File: src/rtl/rrts_pkg.sv
// Shared types, constants and helpers of the round-robin thread scheduler.
package rrts_pkg;

    localparam int THREAD_COUNT = 8;
    localparam int IDX_W = (THREAD_COUNT > 1) ? $clog2(THREAD_COUNT) : 1;
    localparam int CNT_W = $clog2(THREAD_COUNT + 1);
    localparam logic [31:0] FRAME_BYTES = 32'(38 * 4);
    localparam int IN_W = 104;
    localparam int OUT_W = 48;

    typedef enum logic [2:0] {
        TS_NEW = 3'd0,
        TS_READY = 3'd1,
        TS_RUNNING = 3'd2,
        TS_WAITING = 3'd3,
        TS_TERMINATED = 3'd4
    } thr_state_t;

    typedef enum logic [2:0] {
        OP_TICK = 3'd0,
        OP_YIELD = 3'd1,
        OP_CREATE = 3'd2,
        OP_WAKEUP = 3'd3,
        OP_SLEEP = 3'd4,
        OP_SLEEP_TO = 3'd5,
        OP_EXIT = 3'd6,
        OP_NONE = 3'd7
    } opcode_t;

    typedef enum logic [2:0] {
        STS_OK = 3'd0,
        STS_NO_SLOT = 3'd1,
        STS_OVERFLOW = 3'd2,
        STS_FAULT = 3'd3,
        STS_HALTED = 3'd4
    } status_t;

    typedef enum logic [3:0] {
        SQ_IDLE,
        SQ_TICK_RD,
        SQ_TICK_WR,
        SQ_SCH_HEAD,
        SQ_SCH_NXT,
        SQ_SCH_CUR,
        SQ_SCH_SW,
        SQ_SCH_SP,
        SQ_CRT_RD,
        SQ_CRT_WR,
        SQ_ONE_RD,
        SQ_ONE_WR,
        SQ_DONE
    } seq_state_t;

    typedef struct packed {
        thr_state_t  state;
        logic        sleep;
        logic        quit;
        logic [31:0] countdown;
        logic [31:0] top;
    } thr_rec_t;

    // Record of a slot that has not been written since reset
    function automatic thr_rec_t reset_rec(input logic [IDX_W-1:0] idx);
        thr_rec_t r;
        r.state = (idx == '0) ? TS_RUNNING : TS_TERMINATED;
        r.sleep = 1'b0;
        r.quit = 1'b0;
        r.countdown = '0;
        r.top = '0;
        return r;
    endfunction

    function automatic logic [IDX_W-1:0] wrap_inc(input logic [IDX_W-1:0] v);
        return (32'(v) == THREAD_COUNT - 1) ? '0 : IDX_W'(32'(v) + 1);
    endfunction

endpackage

File: src/rtl/round_robin_thread_scheduler.sv
// Top level of the round-robin thread scheduler with sleep timeouts.
//
// Usage: one command beat enters on the s_ group (opcode, stack pointer,
// target thread, sleep ticks, stack base) and exactly one result beat leaves
// on the m_ group (next stack pointer, running thread, created slot, switch
// and frame flags, status). s_tready is high only while the sequencer is
// idle, so commands are handled one at a time.
// Sequencing: a tick walks every slot, reading and then writing back its
// record in the thread record memory, and then schedules; a yield only
// schedules, a create scans the slots for a terminated one, and
// wakeup/sleep/exit read and write back one record. The thread record
// memory has a registered read.
// The result sits in an output register; the next command is taken while
// it waits, and the sequencer holds in its final step until the register
// frees when the receiver stalls.
// Reset: slot 0 is running, all others terminated, the ready queue empty.
// A per-slot valid bit stands in for clearing the record memory. Faults
// (queue overflow, scheduler fault) stick until reset; later beats return
// status halted.
module round_robin_thread_scheduler (
    input  logic        clk,
    input  logic        rst_n,
    input  logic        s_tvalid,
    output logic        s_tready,
    // [2:0] opcode, [34:3] stack_pointer, [37:35] target_thread,
    // [69:38] sleep_ticks, [101:70] new_stack_base, [103:102] zero
    input  logic [rrts_pkg::IN_W-1:0] s_tdata,
    output logic        m_tvalid,
    input  logic        m_tready,
    // [31:0] next_stack_pointer, [34:32] running_thread, [37:35] created_thread,
    // [38] switched, [39] needs_frame, [42:40] status, [47:43] zero
    output logic [rrts_pkg::OUT_W-1:0] m_tdata
);

    localparam int IW = rrts_pkg::IDX_W;
    localparam int CW = rrts_pkg::CNT_W;
    localparam int N = rrts_pkg::THREAD_COUNT;

    // Thread record memory and saved stack pointer memory
    rrts_pkg::thr_rec_t rec_mem [N];
    logic [31:0] ssp_mem [N];
    logic [N-1:0] rec_vld_reg;

    rrts_pkg::thr_rec_t rec_q_reg;
    logic rd_vld_reg;
    logic [IW-1:0] rd_idx_reg;
    logic [31:0] ssp_q_reg;

    logic [IW-1:0] rd_addr;
    logic rec_we;
    logic [IW-1:0] rec_waddr;
    rrts_pkg::thr_rec_t rec_wdata;
    logic ssp_we;
    logic [IW-1:0] ssp_waddr;
    logic [31:0] ssp_wdata;
    logic [IW-1:0] ssp_raddr;
    rrts_pkg::thr_rec_t rec_q;

    // Ready queue
    logic [IW-1:0] fifo_reg [N];
    logic [IW-1:0] head_reg, head_next;
    logic [IW-1:0] tail_reg, tail_next;
    logic push_en;
    logic [IW-1:0] push_idx;
    logic push_ovf;

    // Sequencer state
    rrts_pkg::seq_state_t state_reg, state_next;
    rrts_pkg::opcode_t op_reg, op_next;
    logic [31:0] sp_reg, sp_next;
    logic [31:0] ticks_reg, ticks_next;
    logic [31:0] base_reg, base_next;
    logic [CW-1:0] idx_reg, idx_next;
    logic [IW-1:0] nxt_reg, nxt_next;
    rrts_pkg::thr_rec_t nrec_reg, nrec_next;
    logic [IW-1:0] cur_reg, cur_next;
    logic halted_reg, halted_next;

    // Result fields under construction
    logic [31:0] nsp_reg, nsp_next;
    logic [2:0] created_reg, created_next;
    logic sw_reg, sw_next;
    logic frame_reg, frame_next;
    rrts_pkg::status_t status_reg, status_next;

    logic m_tvalid_reg, m_tvalid_next;
    logic [rrts_pkg::OUT_W-1:0] m_tdata_reg, m_tdata_next;

    logic out_free;
    rrts_pkg::thr_rec_t w;
    logic [31:0] new_sp;

    assign s_tready = (state_reg == rrts_pkg::SQ_IDLE);
    assign m_tvalid = m_tvalid_reg;
    assign m_tdata = m_tdata_reg;
    assign out_free = !m_tvalid_reg || m_tready;

    assign rec_q = rd_vld_reg ? rec_q_reg : rrts_pkg::reset_rec(rd_idx_reg);
    assign push_ovf = (rrts_pkg::wrap_inc(tail_reg) == head_reg);
    assign new_sp = nrec_reg.top - rrts_pkg::FRAME_BYTES;

    // Memories: registered reads, one write port each
    always_ff @(posedge clk)
    begin
        rec_q_reg <= rec_mem[rd_addr];
        ssp_q_reg <= ssp_mem[ssp_raddr];
        if (rec_we)
        begin
            rec_mem[rec_waddr] <= rec_wdata;
        end
        if (ssp_we)
        begin
            ssp_mem[ssp_waddr] <= ssp_wdata;
        end
        if (push_en)
        begin
            fifo_reg[tail_reg] <= push_idx;
        end
    end

    always_ff @(posedge clk or negedge rst_n)
    begin
        if (!rst_n)
        begin
            rec_vld_reg <= '0;
            rd_vld_reg <= 1'b0;
            rd_idx_reg <= '0;
            state_reg <= rrts_pkg::SQ_IDLE;
            head_reg <= '0;
            tail_reg <= '0;
            cur_reg <= '0;
            halted_reg <= 1'b0;
            m_tvalid_reg <= 1'b0;
        end
        else
        begin
            if (rec_we)
            begin
                rec_vld_reg[rec_waddr] <= 1'b1;
            end
            rd_vld_reg <= rec_vld_reg[rd_addr] || (rec_we && rec_waddr == rd_addr);
            rd_idx_reg <= rd_addr;
            state_reg <= state_next;
            head_reg <= head_next;
            tail_reg <= tail_next;
            cur_reg <= cur_next;
            halted_reg <= halted_next;
            m_tvalid_reg <= m_tvalid_next;
        end
    end

    always_ff @(posedge clk)
    begin
        op_reg <= op_next;
        sp_reg <= sp_next;
        ticks_reg <= ticks_next;
        base_reg <= base_next;
        idx_reg <= idx_next;
        nxt_reg <= nxt_next;
        nrec_reg <= nrec_next;
        nsp_reg <= nsp_next;
        created_reg <= created_next;
        sw_reg <= sw_next;
        frame_reg <= frame_next;
        status_reg <= status_next;
        m_tdata_reg <= m_tdata_next;
    end

    always_comb
    begin
        state_next = state_reg;
        op_next = op_reg;
        sp_next = sp_reg;
        ticks_next = ticks_reg;
        base_next = base_reg;
        idx_next = idx_reg;
        nxt_next = nxt_reg;
        nrec_next = nrec_reg;
        cur_next = cur_reg;
        halted_next = halted_reg;
        head_next = head_reg;
        tail_next = tail_reg;
        nsp_next = nsp_reg;
        created_next = created_reg;
        sw_next = sw_reg;
        frame_next = frame_reg;
        status_next = status_reg;
        m_tvalid_next = m_tvalid_reg && !m_tready;
        m_tdata_next = m_tdata_reg;
        rd_addr = idx_reg[IW-1:0];
        ssp_raddr = nxt_reg;
        rec_we = 1'b0;
        rec_waddr = idx_reg[IW-1:0];
        rec_wdata = rec_q;
        ssp_we = 1'b0;
        ssp_waddr = cur_reg;
        ssp_wdata = sp_reg;
        push_en = 1'b0;
        push_idx = idx_reg[IW-1:0];
        w = rec_q;

        unique case (state_reg)
            rrts_pkg::SQ_IDLE:
            begin
                if (s_tvalid)
                begin
                    op_next = rrts_pkg::opcode_t'(s_tdata[2:0]);
                    sp_next = s_tdata[34:3];
                    ticks_next = s_tdata[69:38];
                    base_next = s_tdata[101:70];
                    nsp_next = '0;
                    created_next = '0;
                    sw_next = 1'b0;
                    frame_next = 1'b0;
                    status_next = rrts_pkg::STS_OK;
                    idx_next = '0;
                    state_next = rrts_pkg::SQ_DONE;
                    if (halted_reg)
                    begin
                        status_next = rrts_pkg::STS_HALTED;
                    end
                    else
                    begin
                        unique case (rrts_pkg::opcode_t'(s_tdata[2:0]))
                            rrts_pkg::OP_TICK:
                            begin
                                nsp_next = s_tdata[34:3];
                                state_next = rrts_pkg::SQ_TICK_RD;
                            end
                            rrts_pkg::OP_YIELD:
                            begin
                                nsp_next = s_tdata[34:3];
                                state_next = rrts_pkg::SQ_SCH_HEAD;
                            end
                            rrts_pkg::OP_CREATE:
                            begin
                                status_next = rrts_pkg::STS_NO_SLOT;
                                state_next = rrts_pkg::SQ_CRT_RD;
                            end
                            rrts_pkg::OP_WAKEUP:
                            begin
                                if (32'(s_tdata[37:35]) < 32'(N))
                                begin
                                    idx_next = CW'(s_tdata[37:35]);
                                    state_next = rrts_pkg::SQ_ONE_RD;
                                end
                            end
                            rrts_pkg::OP_SLEEP, rrts_pkg::OP_EXIT:
                            begin
                                idx_next = CW'(cur_reg);
                                state_next = rrts_pkg::SQ_ONE_RD;
                            end
                            rrts_pkg::OP_SLEEP_TO:
                            begin
                                if (s_tdata[69:38] != '0)
                                begin
                                    idx_next = CW'(cur_reg);
                                    state_next = rrts_pkg::SQ_ONE_RD;
                                end
                            end
                            default:
                            begin
                                state_next = rrts_pkg::SQ_DONE;
                            end
                        endcase
                    end
                end
            end

            rrts_pkg::SQ_TICK_RD:
            begin
                state_next = rrts_pkg::SQ_TICK_WR;
            end

            rrts_pkg::SQ_TICK_WR:
            begin
                // Count down a sleeping slot; ready it when it expires
                state_next = (32'(idx_reg) == N - 1) ? rrts_pkg::SQ_SCH_HEAD
                                                     : rrts_pkg::SQ_TICK_RD;
                idx_next = idx_reg + 1'b1;
                if (rec_q.countdown != '0 && rec_q.state == rrts_pkg::TS_WAITING)
                begin
                    w.countdown = rec_q.countdown - 32'd1;
                    rec_we = 1'b1;
                    if (w.countdown == '0)
                    begin
                        w.state = rrts_pkg::TS_READY;
                        push_en = 1'b1;
                        tail_next = rrts_pkg::wrap_inc(tail_reg);
                        if (push_ovf)
                        begin
                            halted_next = 1'b1;
                            status_next = rrts_pkg::STS_OVERFLOW;
                            state_next = rrts_pkg::SQ_DONE;
                        end
                    end
                    rec_wdata = w;
                end
            end

            rrts_pkg::SQ_SCH_HEAD:
            begin
                if (head_reg == tail_reg)
                begin
                    state_next = rrts_pkg::SQ_DONE;
                end
                else
                begin
                    nxt_next = fifo_reg[head_reg];
                    rd_addr = fifo_reg[head_reg];
                    head_next = rrts_pkg::wrap_inc(head_reg);
                    state_next = rrts_pkg::SQ_SCH_NXT;
                end
            end

            rrts_pkg::SQ_SCH_NXT:
            begin
                nrec_next = rec_q;
                rd_addr = cur_reg;
                if (rec_q.state == rrts_pkg::TS_RUNNING)
                begin
                    halted_next = 1'b1;
                    status_next = rrts_pkg::STS_FAULT;
                    state_next = rrts_pkg::SQ_DONE;
                end
                else if (rec_q.state == rrts_pkg::TS_READY || rec_q.state == rrts_pkg::TS_NEW)
                begin
                    state_next = rrts_pkg::SQ_SCH_CUR;
                end
                else
                begin
                    // stale entry: drop it
                    state_next = rrts_pkg::SQ_DONE;
                end
            end

            rrts_pkg::SQ_SCH_CUR:
            begin
                state_next = rrts_pkg::SQ_SCH_SW;
                if (rec_q.state != rrts_pkg::TS_RUNNING)
                begin
                    halted_next = 1'b1;
                    status_next = rrts_pkg::STS_FAULT;
                    state_next = rrts_pkg::SQ_DONE;
                end
                else
                begin
                    ssp_we = 1'b1;
                    rec_we = 1'b1;
                    rec_waddr = cur_reg;
                    if (rec_q.quit)
                    begin
                        w.quit = 1'b0;
                        w.state = rrts_pkg::TS_TERMINATED;
                    end
                    else if (rec_q.sleep)
                    begin
                        w.sleep = 1'b0;
                        w.state = rrts_pkg::TS_WAITING;
                    end
                    else
                    begin
                        w.state = rrts_pkg::TS_READY;
                        push_en = 1'b1;
                        push_idx = cur_reg;
                        tail_next = rrts_pkg::wrap_inc(tail_reg);
                        if (push_ovf)
                        begin
                            halted_next = 1'b1;
                            status_next = rrts_pkg::STS_OVERFLOW;
                            state_next = rrts_pkg::SQ_DONE;
                        end
                    end
                    rec_wdata = w;
                end
            end

            rrts_pkg::SQ_SCH_SW:
            begin
                w = nrec_reg;
                w.state = rrts_pkg::TS_RUNNING;
                rec_we = 1'b1;
                rec_waddr = nxt_reg;
                rec_wdata = w;
                cur_next = nxt_reg;
                sw_next = 1'b1;
                if (nrec_reg.state == rrts_pkg::TS_NEW)
                begin
                    ssp_we = 1'b1;
                    ssp_waddr = nxt_reg;
                    ssp_wdata = new_sp;
                    frame_next = 1'b1;
                    nsp_next = new_sp;
                    state_next = rrts_pkg::SQ_DONE;
                end
                else
                begin
                    state_next = rrts_pkg::SQ_SCH_SP;
                end
            end

            rrts_pkg::SQ_SCH_SP:
            begin
                nsp_next = ssp_q_reg;
                state_next = rrts_pkg::SQ_DONE;
            end

            rrts_pkg::SQ_CRT_RD:
            begin
                state_next = rrts_pkg::SQ_CRT_WR;
            end

            rrts_pkg::SQ_CRT_WR:
            begin
                if (rec_q.state == rrts_pkg::TS_TERMINATED)
                begin
                    w.state = rrts_pkg::TS_NEW;
                    w.sleep = 1'b0;
                    w.quit = 1'b0;
                    w.countdown = '0;
                    w.top = base_reg - ({30'd0, base_reg[1:0]} + 32'd4);
                    rec_we = 1'b1;
                    rec_wdata = w;
                    push_en = 1'b1;
                    tail_next = rrts_pkg::wrap_inc(tail_reg);
                    if (push_ovf)
                    begin
                        halted_next = 1'b1;
                        status_next = rrts_pkg::STS_OVERFLOW;
                    end
                    else
                    begin
                        status_next = rrts_pkg::STS_OK;
                        created_next = 3'(idx_reg);
                    end
                    state_next = rrts_pkg::SQ_DONE;
                end
                else
                begin
                    idx_next = idx_reg + 1'b1;
                    state_next = (32'(idx_reg) == N - 1) ? rrts_pkg::SQ_DONE
                                                         : rrts_pkg::SQ_CRT_RD;
                end
            end

            rrts_pkg::SQ_ONE_RD:
            begin
                state_next = rrts_pkg::SQ_ONE_WR;
            end

            rrts_pkg::SQ_ONE_WR:
            begin
                rec_we = 1'b1;
                unique case (op_reg)
                    rrts_pkg::OP_WAKEUP:
                    begin
                        if (rec_q.state == rrts_pkg::TS_WAITING)
                        begin
                            w.state = rrts_pkg::TS_READY;
                            push_en = 1'b1;
                            tail_next = rrts_pkg::wrap_inc(tail_reg);
                            if (push_ovf)
                            begin
                                halted_next = 1'b1;
                                status_next = rrts_pkg::STS_OVERFLOW;
                            end
                        end
                    end
                    rrts_pkg::OP_SLEEP:
                    begin
                        w.sleep = 1'b1;
                    end
                    rrts_pkg::OP_SLEEP_TO:
                    begin
                        w.sleep = 1'b1;
                        w.countdown = ticks_reg;
                    end
                    rrts_pkg::OP_EXIT:
                    begin
                        w.quit = 1'b1;
                    end
                    default:
                    begin
                        rec_we = 1'b0;
                    end
                endcase
                rec_wdata = w;
                state_next = rrts_pkg::SQ_DONE;
            end

            rrts_pkg::SQ_DONE:
            begin
                // Hold here until the output register is free
                if (out_free)
                begin
                    m_tvalid_next = 1'b1;
                    m_tdata_next = {5'd0, status_reg, frame_reg, sw_reg, created_reg,
                                    3'(cur_reg), nsp_reg};
                    state_next = rrts_pkg::SQ_IDLE;
                end
            end

            default:
            begin
                state_next = rrts_pkg::SQ_IDLE;
            end
        endcase
    end

endmodule

File: config.mk
export PLATFORM = sky130hd
export DESIGN_NAME = round_robin_thread_scheduler
export DESIGN_NICKNAME = d
export VERILOG_FILES = /design/src/rtl/rrts_pkg.sv /design/src/rtl/round_robin_thread_scheduler.sv
export SDC_FILE = /design/constraint.sdc
export NUM_CORES = 2
export LEC_CHECK = 0
export BUFFER_PORTS_ARGS = -buffer_cell sky130_fd_sc_hd__buf_2
export CELL_PAD_IN_SITES_DETAIL_PLACEMENT = 1
export CELL_PAD_IN_SITES_GLOBAL_PLACEMENT = 2
export CORE_MARGIN = 5
export CORE_UTILIZATION = 45
export CTS_CLUSTER_DIAMETER = 50
export DETAILED_ROUTE_END_ITERATION = 6
export GPL_ROUTABILITY_DRIVEN = 0
export GPL_TIMING_DRIVEN = 1
export PLACE_DENSITY_LB_ADDON = 0.1
export SETUP_SLACK_MARGIN = 0.15
export SLEW_MARGIN = 20
export SYNTH_ARGS = -nofsm -noshare
export SYNTH_HDL_FRONTEND = slang
export SYNTH_SLANG_ARGS = --single-unit
File: constraint.sdc
create_clock -name clk -period 10.3 [get_ports clk]
set_clock_uncertainty 0.2 [all_clocks]
set_input_delay 1.545 -clock clk [delete_from_list [all_inputs] [get_ports clk]]
set_output_delay 1.545 -clock clk [all_outputs]
set_load 0.01 [all_outputs]
==> impl_metrics.ini <==
[placed_design]
port_buffers = 148
hpwl_um = 88100

[synthesis]
post-synth-top-area-cell = edfxtp_1
synth_area_leaders = edfxtp_1 (66%), nand2_1 (5.2%), dfxtp_1 (4.1%), mux4_2 (3.2%), nand3_1 (1.6%)
synth_most_common_cell = edfxtp_1
yosysUniqueCellTypes = 89
yosysWarnings = 0
avgSynthCellArea_sq_um = 13.6
syn_area_sq_um = 49700
ys_ff_latch = 1216
async_flop_share_pct = 2.22
yosys_most_used_dff = edfxtp_1
syn_inst = 3644
synth_common_cells = edfxtp_1 (1088), nand2_1 (692), clkbuf_1 (187)
synth_top_area_share_pct = 65.7
yosysSeqAreaShare_pct = 71.1
synth_enable_flop_cells = 1088

[min_path]
hold_path_startpoint = nsp_reg[23]
hold_path_class = reg -> reg
whs_endpoint = m_tdata[23]
holdPathStages = 0

[clock_network]
clock_sinks = 1216
cts_buffer_depth = 3
cts_buffers = 146
hold_buffers = 0
clk_pin_slew_ns = 0.06
clk_latency_ns = 0.75
cts_tree = yes
htree_levels = 4
postCtsSetupBuffers = 0
clockRootBuffer = clkbuf_16
cts_resized = 0

[sta]
relSlewSlack_pct = 25.1
holdWs_ns = 0.217
hold_viol_final = 0
fmax_mhz = 165
slew_violations = 0
finalSetupTns_ns = 0
tightest_slew_ns = 1.12
setup_viol = 0
grt_setup_unrepaired = false
min_period_ns = 6.07
fin_crit_sh_pct = 59.0

[die]
row_count = 122
dieHeight_um = 342
initial_utilization_pct = 45.1
io-pin-count = 158
dieArea_sq_um = 117000
core_sq_um = 110000
fp.dieW_um = 342

[route]
drc = 0
topRoutingLayerUsed = met4
met2_length_um = 69900
first_pass_iters = 6
avgViaCountPerCell = 5.97
wl_met1_um = 66000
detail-route-antenna-nets = 0
vias = 32200
drt_wl_total_um = 150000
wire_per_inst_um = 27.8
dr_wl_met3_um = 11200
drtIter0Drc = 2962

[critical_path]
cp.required_ns = 10.47
r2r_end = rec_mem[3][3]
critPathMaxFanout = 41
crit_type = reg -> reg
critPathLaunchType = flip-flop
crit_path_end_kind = flip-flop
reg2reg_slack_ns = 4.23
cp_data_arrival_time_ns = 6.24
r2r_start = state_reg[2]
worst_r2r_path_depth = 9

[global_routing]
antenna_found_initial = 9
grt_first_pass_wirelength_um = 220000
overflow = 0
grt_max_degree = 122
grt_pass1_vias = 33100
grt_usage_pct = 25.2

[power_and_ir_drop]
power_density_nw_per_um2 = 299
power_leakage_uw = 0.0196
power.total_uw = 17000
irDropWorstVdd_mv = 0.279

[finish]
syn_to_final_growth_pct = 14.6
reg_top3 = rec_mem x552, ssp_mem x256
largest_register_ffs = 552
drive_above_1_share_pct = 16.3
final_nets = 3898
max_flop_register = rec_mem

[run]
cap_violations = 0

[outcome]
status = finished, final reports clean
-- routing by layer --
| metal | global-route usage (%) | up-vias |
|---|---|---|
| li1 | - | 14200 |
| met1 | 35.6 | 16800 |
| met2 | 40.0 | 1071 |
| met3 | 5.76 | 167 |
| met4 | 6.39 | 0 |
| met5 | 0 | - |
-- where the power goes --
part | internal [uW] | switching [uW] | total (uW)
registers | 6470 | 536 | 7010
logic | 1480 | 3480 | 4960
clock network | 2990 | 2050 | 5050
-- kinds of logic (layout without fill, tap and decap cells) --
logic type / after synthesis / count (layout) / share of synthesized area (%)
AND/OR/NAND/NOR: 1323 / 1323 / 12.3
flip-flops: 1216 / 1216 / 71.1
AO/OA/AOI/OAI: 643 / 643 / 9.23
buffers and inverters: 295 / 550 / 2.32
multiplexers: 90 / 90 / 3.59
XOR/XNOR: 66 / 66 / 1.16
adder cells (fa/ha/maj): 10 / 10 / 0.252
other: 1 / 10 / 0.00754
-- metrics by stage --
step / worst slack, ns / utilization, % / instance area, sq um / std cells
global route: 3.87 / 51.7 / 57000 / 5391
detailed placement: 4.20 / 47.3 / 52200 / 5120
finish: 4.23 / 51.7 / 57000 / 5396
CTS: 4.15 / 51.7 / 57000 / 5391
floorplan: 1.83 / - / 49700 / 3648
global placement: 4.45 / 47.3 / 52200 / 5120
-- area by class of cell --
| type | instances | area, sq um |
|---|---|---|
| antenna | 5 | 12.5 |
| clock buffer | 200 | 4090 |
| clock inverter | 71 | 691 |
| fill | 10800 | 53200 |
| inverter | 55 | 221 |
| multi-input combinational | 2137 | 13400 |
| sequential | 1216 | 35400 |
| tap | 1488 | 1860 |
| timing repair buffer | 224 | 1320 |
-- worst max-delay path by stage --
stage               slack (ns)              to  cells after the start          from
finish                    4.23   rec_mem[3][3]                      9  state_reg[2]
global route              3.87   rec_mem[3][9]                      9  state_reg[2]
CTS                       4.15  rec_mem[3][19]                      9  state_reg[2]
detailed placement        4.20   rec_mem[3][4]                      9  state_reg[2]
global placement          4.45   rec_mem[3][9]                      9  state_reg[2]
floorplan                 1.83   rec_mem[7][0]                     13    rd_vld_reg
-- cell usage in the layout, fill, tap and decap left out, drive strengths merged, types with 9 or more instances in the layout --
master       n
a22o         9
or4         18
ha          10
nand4       19
a221o       23
and3        76
o21ai      151
xor2        23
mux4        70
a311oi      70
clkinvlp     9
dfrtp       27
clkinv      38
edfxtp    1088
a31o        72
a211oi      76
or3         16
a2111oi     10
o211ai      11
inv         72
a22oi       19
nand3      159
and2        48
a31oi       23
a21oi       92
clkbuf     200
nand2      693
nand2b      11
mux2i       13
dfxtp      101
nor2       148
xnor2       43
a221oi      10
nor3        46
buf        224
nor4        41
-- critical path, cell delays in order (launching register included) --
cell and delay [ns]:
dfrtp_1 0.77, nor2b_1 0.56, nand2_1 0.58, inv_2 0.74, mux2i_1 0.27, a222oi_1 0.54
nand2_1 0.46, nor3_2 0.21, buf_4 0.54, buf_4 0.75
Note: power is estimated with default switching activity, not from simulation.
